===== config.mk =====
export PLATFORM = sky130hd
export DESIGN_NAME = rbps_ctrl
export DESIGN_NICKNAME = d
export VERILOG_FILES = /design/src/hdl/rbps_pkg.sv /design/src/hdl/rbps_ctrl.sv
export SDC_FILE = /design/constraint.sdc
export NUM_CORES = 1
export LEC_CHECK = 0
export ABC_CLOCK_PERIOD_IN_PS = 1490
export BUFFER_PORTS_ARGS = -buffer_cell sky130_fd_sc_hd__clkbuf_2
export CORE_AREA = 2 2 39 41
export DETAILED_ROUTE_END_ITERATION = 7
export DIE_AREA = 0 0 41 43
export PLACE_DENSITY_LB_ADDON = 0.05
export SYNTH_ARGS = -nofsm -noshare
export SYNTH_HDL_FRONTEND = slang
export SYNTH_SLANG_ARGS = --single-unit

===== constraint.sdc =====
create_clock -name clk -period 1.49 [get_ports clk]
set_input_delay 0.298 -clock clk [delete_from_list [all_inputs] [get_ports clk]]
set_output_delay 0.298 -clock clk [all_outputs]
set_load 0.005 [all_outputs]

===== src/hdl/rbps_pkg.sv =====
// ---------------------------------------------------------------------------
// rbps_pkg
// Shared types, widths and constants of the rational Bezier path sampler.
// ---------------------------------------------------------------------------
package rbps_pkg;

    localparam int ORDER_W  = 3;
    localparam int COORD_W  = 32;
    localparam int WEIGHT_W = 24;
    localparam int CNT_W    = 7;
    localparam int IDX_W    = 6;

    localparam int DEF_MAX_SAMPLES = 64;
    localparam int DEF_MAX_ORDER   = 4;
    localparam logic [CNT_W-1:0] SAMPLE_COUNT_RESET = 7'd10;

    // Internal widths, sized for an order of at most four and 64 samples.
    localparam int A_W    = 6;   // a = N - k
    localparam int PW     = 19;  // a^(n-1), k^(n-1)
    localparam int CW     = 25;  // a^n, k^n, a^(n-1)*k
    localparam int TW     = 27;  // n*a^(n-1)*k
    localparam int C1W    = 50;  // middle coefficient including the weight
    localparam int DEN_W  = 52;
    localparam int MUL_W  = CW + 1 + COORD_W;
    localparam int ACC_W  = 84;
    localparam int MAG_W  = 83;
    localparam int QN     = 33;  // quotient bits produced by the divider
    localparam int REM_W  = 52;
    localparam int STEP_W = 6;
    localparam int ONE_SHIFT = 16;  // 1.0 in Q16
    localparam int MAC_STEPS = 8;

    typedef enum logic [3:0] {
        ST_IDLE,
        ST_SETUP,
        ST_POW,
        ST_COEF1,
        ST_COEF2,
        ST_COEF3,
        ST_MAC,
        ST_DIVINIT,
        ST_DIV,
        ST_FINISH,
        ST_OUT
    } state_t;

    typedef enum logic [3:0] {
        OP_NONE,
        OP_LOAD,
        OP_SETUP,
        OP_POW,
        OP_COEF1,
        OP_COEF2,
        OP_COEF3,
        OP_MAC,
        OP_DIVINIT,
        OP_DIV,
        OP_FINISH,
        OP_EMIT
    } op_t;

    typedef struct packed {
        op_t op;
    } cmd_t;

    typedef struct packed {
        logic pow_done;
        logic mac_done;
        logic div_done;
        logic last_k;
        logic out_free;
    } sts_t;

endpackage


===== src/hdl/rbps_ctrl.sv =====
// ---------------------------------------------------------------------------
// rbps_ctrl
// Sequencer that steps the datapath through one sample after another.
// ---------------------------------------------------------------------------
module rbps_ctrl (
    input  logic          clk,
    input  logic          rst_n,
    input  logic          in_valid,
    output logic          in_ready,
    input  rbps_pkg::sts_t sts,
    output rbps_pkg::cmd_t cmd
);
    import rbps_pkg::*;

    state_t state_reg;
    state_t state_next;

    always_ff @(posedge clk or negedge rst_n)
    begin
        if (!rst_n)
        begin
            state_reg <= ST_IDLE;
        end
        else
        begin
            state_reg <= state_next;
        end
    end

    always_comb
    begin
        state_next = state_reg;
        unique case (state_reg)
            ST_IDLE:    if (in_valid) state_next = ST_SETUP;
            ST_SETUP:   state_next = ST_POW;
            ST_POW:     if (sts.pow_done) state_next = ST_COEF1;
            ST_COEF1:   state_next = ST_COEF2;
            ST_COEF2:   state_next = ST_COEF3;
            ST_COEF3:   state_next = ST_MAC;
            ST_MAC:     if (sts.mac_done) state_next = ST_DIVINIT;
            ST_DIVINIT: state_next = ST_DIV;
            ST_DIV:     if (sts.div_done) state_next = ST_FINISH;
            ST_FINISH:  state_next = ST_OUT;
            ST_OUT:
            begin
                if (sts.out_free)
                begin
                    state_next = sts.last_k ? ST_IDLE : ST_SETUP;
                end
            end
            default:    state_next = ST_IDLE;
        endcase
    end

    always_comb
    begin
        in_ready = 1'b0;
        cmd.op   = OP_NONE;
        unique case (state_reg)
            ST_IDLE:
            begin
                in_ready = 1'b1;
                if (in_valid) cmd.op = OP_LOAD;
            end
            ST_SETUP:   cmd.op = OP_SETUP;
            ST_POW:     if (!sts.pow_done) cmd.op = OP_POW;
            ST_COEF1:   cmd.op = OP_COEF1;
            ST_COEF2:   cmd.op = OP_COEF2;
            ST_COEF3:   cmd.op = OP_COEF3;
            ST_MAC:     cmd.op = OP_MAC;
            ST_DIVINIT: cmd.op = OP_DIVINIT;
            ST_DIV:     cmd.op = OP_DIV;
            ST_FINISH:  cmd.op = OP_FINISH;
            ST_OUT:     if (sts.out_free) cmd.op = OP_EMIT;
            default:    cmd.op = OP_NONE;
        endcase
    end

endmodule


==> results.py, run 1 <==
metrics = {
    "timing": {
        "final_max_slew_viol_count": 0,
        "final_hold_viol_count": 0,
        "fin_crit_ns": 1.57,
        "fin_tns_setup_ns": -0.304,
        "fmax_ghz": 0.639,
        "fin_skew_ns": 0.000895,
        "slew_headroom_pct": 83.7,
        "worstMarginPinSlew_ns": 0.242,
        "setup_viol": 5,
        "period_share_pct": 105,
        "rsz0062_at_grt": "true",
        "worst_slack_ns": -0.0760,
    },
    "layout": {
        "fillers": 156,
        "nets": 72,
        "register_area_sq_um": 105,
        "area_growth_syn_to_layout_pct": 57.4,
        "finalNonFillerCells": 78,
        "antenna_cells": 0,
        "drive_above_1_share_pct": 58.1,
        "mostFrequentLayoutCell": "clkbuf_2",
        "layout_common_cells": "clkbuf_2, buf_4, nor2_1, dfrtp_2",
        "multiInputGateArea_sq_um": 211,
        "largest_reg_flops": 4,
    },
    "yosys": {
        "ys_ff_latch": 4,
        "synthMuxAreaShare_pct": 6.42,
        "synthFlopType": "dfrtp_1",
        "yosys.area_share.simple_pct": 18.9,
        "netlist_area_sq_um": 332,
        "syn_inst": 40,
        "synth_fp_nets": 48,
        "synth_seq_area_share_pct": 30.2,
        "avgSynthCellArea_sq_um": 8.29,
        "synth_xor_xnor_area_share_pct": 2.64,
        "synth_enable_flop_cells": 0,
        "async_flop_share_pct": 100,
        "synth_fa_ha_area_share_pct": 0,
        "synth_compound_area_share_pct": 27.5,
        "ys_warn_count": 0,
        "synth_top_family_by_area": "compound AO/OA/AOI/OAI gates",
        "synth_cell_types": 22,
    },
    "floorplan": {
        "start_util_pct": 24.0,
        "rows": 14,
        "core-area_sq_um": 1380,
        "boundaryPins": 13,
        "fp.dieH_microns": 43,
        "dieArea_sq_um": 1760,
        "die_x_microns": 41,
    },
    "status": {
        "status": "finished, violations left",
        "violations": "setup timing",
    },
    "clocking": {
        "root_buffer": "clkbuf_4",
        "cts_made_buffers": 3,
        "clock-sinks": 4,
        "cts_max_level": 1,
        "clk_pin_slew_ns": 0.04,
        "clk_latency_ns": 0.23,
        "cts_tree": "done",
        "cts_buffer_depth": 2,
    },
    "setup_path": {
        "cp_max_fo": 4,
        "rr_worst_depth": 6,
        "cp.arrival_ns": 1.27,
        "crit_start": "state_reg[3]",
        "worst_r2r_startpoint": "state_reg[1]",
        "start_kind": "register",
        "critPathKind": "reg -> out",
        "r2r-end": "state_reg[0]",
        "crit_path_end": "cmd[0]",
        "r2r_setup_slack_ns": 0.07,
        "endpoint_kind": "output port",
        "required_ns": 1.19,
    },
    "detailed_routing": {
        "wirelength_microns": 932,
        "drc": 0,
        "drt_iter0_drc": 5,
        "routed_via_density": 4.94,
        "wire_per_inst_microns": 11.9,
        "antenna_left": 0,
        "via_count": 385,
        "drt_first_pass_iters": 4,
    },
    "global_routing": {
        "overflow": 0,
        "grt_first_pass_wirelength_microns": 1150,
        "grt_pass1_vias": 302,
        "grt_use_total_pct": 9.47,
        "grt_max_degree": 13,
        "antenna_found_initial": 0,
    },
    "place": {
        "dpl.hpwl_microns": 575,
        "port_buffers": 12,
        "gp_congestion": 0.662,
        "post-place-ws_ns": 0.0824,
        "dp.cells": 66,
    },
    "pwr": {
        "ir_drop_v": 0.00100,
        "power_leakage_nw": 0.260,
        "p_per_area_nw_per_um2": 2390,
    },
    "min_path": {
        "min_path_type": "in -> async",
    },
    "job": {
        "cap_violations": 0,
    },
}
## power breakdown
group | internal (mW) | switching, mW | total [mW]
clock | 0.0899 | 0.0405 | 0.130
sequential | 0.178 | 0.109 | 0.287
combinational | 0.465 | 0.365 | 0.831
total | 0.733 | 0.514 | 1.25
## synth_stat cells (2+ instances only)
cell type  count  share of area [%]
nor2_1         4                4.5
inv_1          2                2.3
o21ai_0        4                6.0
dfrtp_1        4                 30
buf_6          2                6.8
nand2_1        2                2.3
a32o_1         2                6.0
a21oi_1        4                6.0
buf_2          2                3.0
nor2b_1        2                3.8
## kinds of logic (layout without fill, tap and decap cells)
logic type,after synthesis,count (layout)
xor+xnor,1,1
mux,2,2
compound gates,14,14
buf+inv,7,29
flops,4,4
simple gates,12,12
## how the worst min path moves through the flow
stage / start / endpoint / slack [ns] / cells past startpoint
floorplan: rst_n / state_reg[0] / 0.002 / 0
detailed placement: rst_n / state_reg[0] / 0.11 / 1
finish: rst_n / state_reg[0] / 0.40 / 2
global placement: rst_n / state_reg[0] / 0.11 / 1
CTS: rst_n / state_reg[0] / 0.39 / 2
global route: rst_n / state_reg[1] / 0.42 / 2
## through the flow
stage	power [mW]	utilization (%)	hold slack, ns	instance area (sq um)
after floorplan	0.719	-	0.00241	332
after global placement	0.864	28.5	0.109	394
after detailed placement	0.851	28.5	0.106	394
after CTS	1.10	33.7	0.390	467
after global routing	1.35	37.7	0.416	522
final	1.25	37.7	0.401	522
## metal layers
layer | part of all wire (%) | vias up | global-route usage [%]
met3 | 4.8 | 0 | 1.57
met5 | 0 | - | 0
met4 | 0 | 0 | 6.00
met2 | 55 | 11 | 13.8
li1 | - | 189 | -
met1 | 40 | 185 | 12.3
## final cells by class
class                           instances  area share, %
Clock buffer                            3           4.32
Inverter                                2           1.44
Multi-Input combinational cell         29           40.5
Sequential cell                         4           20.1
Tap cell                               16           3.84
Timing Repair Buffer                   24           29.7
## worst max-delay path, cell delays in order (launching register included)
cell and delay [ns]:
dfrtp_2 0.43, mux2_4 0.31, a31oi_1 0.16, buf_2 0.13
## repair_timing
item,in CTS,in global routing
hold endpoints to repair,4,0
buffers inserted,1,7
endpoints found under the setup margin,4,5
hold buffers,1,0
resized for setup,12,3
No activity file was read; power rests on OpenSTA's default activity.
==> run 2, diff against run 1 <==
--- a/config.mk
+++ b/config.mk
@@ -11,6 +11,7 @@
 export DETAILED_ROUTE_END_ITERATION = 7
 export DIE_AREA = 0 0 41 43
 export PLACE_DENSITY_LB_ADDON = 0.05
+export REMOVE_ABC_BUFFERS = 1
 export SYNTH_ARGS = -nofsm -noshare
 export SYNTH_HDL_FRONTEND = slang
 export SYNTH_SLANG_ARGS = --single-unit
==> run 2 against run 1 <==
  * The flow still finishes with violations (setup timing)
  * Design area decreased by 0.24%
  * Highest routed layer is now met4
  * Clock power increased by 4%
  * Die area unchanged
  * Largest cell class unchanged
  * Clock skew increased by 0.0067 ns
  * Global-route usage increased by 2.6 points
  * Setup slack got worse by 0.028 ns
  * Register-to-register slack improved by 0.03 ns
  * Non-clock buffer count decreased by 1
  * Routed wire length decreased by 4.9%
==> results.py, run 2 (synthesis gave the netlist of run 1 again) <==
metrics = {
    "status": {
        "status": "finished, violations left",
        "violations": "setup timing",
    },
    "floorplan": {
        "die_x_microns": 41,
        "start_util_pct": 24.0,
        "rows": 14,
        "core-area_sq_um": 1380,
        "dieArea_sq_um": 1760,
        "fp.dieH_microns": 43,
        "boundaryPins": 13,
    },
    "layout": {
        "multiInputGateArea_sq_um": 216,
        "drive_above_1_share_pct": 57.4,
        "register_area_sq_um": 105,
        "final_cell_area_sq_um": 520,
        "largest_reg_flops": 4,
        "layout_common_cells": "clkbuf_2, buf_4, dfrtp_2",
        "area_growth_syn_to_layout_pct": 57.0,
        "nets": 71,
        "finalNonFillerCells": 77,
        "fillers": 159,
        "antenna_cells": 0,
    },
    "pwr": {
        "p_int_mw": 0.724,
        "power.switching_mw": 0.524,
        "power_mw": 1.25,
        "clkPwrFrac_pct": 10.8,
        "p_seq_share_pct": 26.7,
        "power_leakage_nw": 0.250,
        "p_comb_share_pct": 62.5,
        "swShare_pct": 42.0,
        "ir_drop_v": 0.000869,
        "p_per_area_nw_per_um2": 2400,
    },
    "clocking": {
        "cts_buffer_depth": 2,
        "cts_made_buffers": 3,
        "cts_tree": "done",
        "clock-sinks": 4,
        "clk_latency_ns": 0.24,
        "cts_max_level": 1,
        "clk_pin_slew_ns": 0.04,
        "root_buffer": "clkbuf_4",
    },
    "setup_path": {
        "cp.arrival_ns": 1.30,
        "cp_max_fo": 4,
        "start_kind": "register",
        "endpoint_kind": "output port",
        "critPathKind": "reg -> out",
        "required_ns": 1.19,
        "rr_worst_depth": 5,
    },
    "global_routing": {
        "overflow": 0,
        "antenna_found_initial": 0,
        "grt_first_pass_wirelength_microns": 1450,
        "grt_pass1_vias": 328,
        "grt_max_degree": 13,
        "grt_use_total_pct": 12.1,
    },
    "timing": {
        "slew_headroom_pct": 82.6,
        "final_max_slew_viol_count": 0,
        "fmax_ghz": 0.628,
        "setup_viol": 4,
        "final_hold_viol_count": 0,
        "worstMarginPinSlew_ns": 0.258,
        "fin_skew_ns": 0.00759,
        "period_share_pct": 107,
        "fin_crit_ns": 1.59,
        "worst_slack_ns": -0.104,
        "rsz0062_at_grt": "true",
    },
    "detailed_routing": {
        "dr_wl_met2_microns": 411,
        "highest_layer": "met4",
        "antenna_left": 0,
        "routed_via_density": 4.86,
        "wire_per_inst_microns": 11.5,
        "drc": 0,
        "via_count": 374,
        "wl_met1_microns": 411,
        "wirelength_microns": 886,
        "wl_met3_microns": 45,
        "drt_first_pass_iters": 4,
        "drt_iter0_drc": 2,
    },
    "place": {
        "port_buffers": 12,
        "dp.cells": 65,
        "dpl_cell_area_sq_um": 387,
        "dpl.hpwl_microns": 612,
        "post-place-ws_ns": 0.0544,
        "gp_congestion": 0.636,
    },
    "min_path": {
        "min_path_type": "in -> async",
    },
    "job": {
        "cap_violations": 0,
    },
}
## run 2: repair_timing
item	CTS	global route
hold endpoints to repair	4	0
setup buffers	4	4
hold buffers	1	0
setup endpoints to repair	5	5
pin swaps	1	2
resized for setup	11	5
## run 2: worst max-delay path, cell delays in order, from the launching register on
cell and delay, ns:
dfrtp_2 0.44, buf_4 0.15, and2b_1 0.16, a32o_1 0.20
clkbuf_2 0.11
## run 2: power groups by stage
stage               combinational, mW  sequential (mW)  clock (mW)
detailed placement              0.521            0.309           0
CTS                             0.666            0.330       0.141
global placement                0.521            0.304           0
global route                    0.844            0.346       0.153
finish                          0.780            0.333       0.135
floorplan                       0.311            0.286           0
## run 2: area by class of cell
| cell class | count | area share, % |
|---|---|---|
| clock buffers | 3 | 4.33 |
| inverters | 2 | 1.44 |
| multi-input cells | 29 | 41.6 |
| flip-flops and latches | 4 | 20.2 |
| well taps | 16 | 3.85 |
| repair buffers | 23 | 28.6 |
## run 2: path summary, 6_finish.rpt
| kind | startpoint | end | slack, ns |
|---|---|---|---|
| max in group asynchronous | rst_n | state_reg[2] | 0.96 |
| min in group clk | sts[0] | state_reg[1] | 0.45 |
| worst max register to register | state_reg[2] | state_reg[0] | 0.10 |
| worst max-delay path | state_reg[3] | cmd[3] | -0.10 |
| worst min register to register | state_reg[0] | state_reg[0] | 0.71 |
| worst min-delay path | rst_n | state_reg[0] | 0.39 |
## run 2: per-stage QoR
step | setup TNS (ns) | util, % | hold WS, ns
6_report | -0.268 | 37.6 | 0.390
5_1_grt | -0.472 | 37.6 | 0.398
4_1_cts | -0.292 | 34.6 | 0.396
3_5_place_dp | 0 | 27.9 | 0.105
3_3_place_gp | 0 | 27.9 | 0.108
2_1_floorplan | 0 | - | 0.00241
## run 2: routing by layer
layer	track usage (%)	up-vias
li1	-	185
met5	0	-
met2	15.9	10
met3	3.14	3
met4	6.00	0
met1	17.5	176
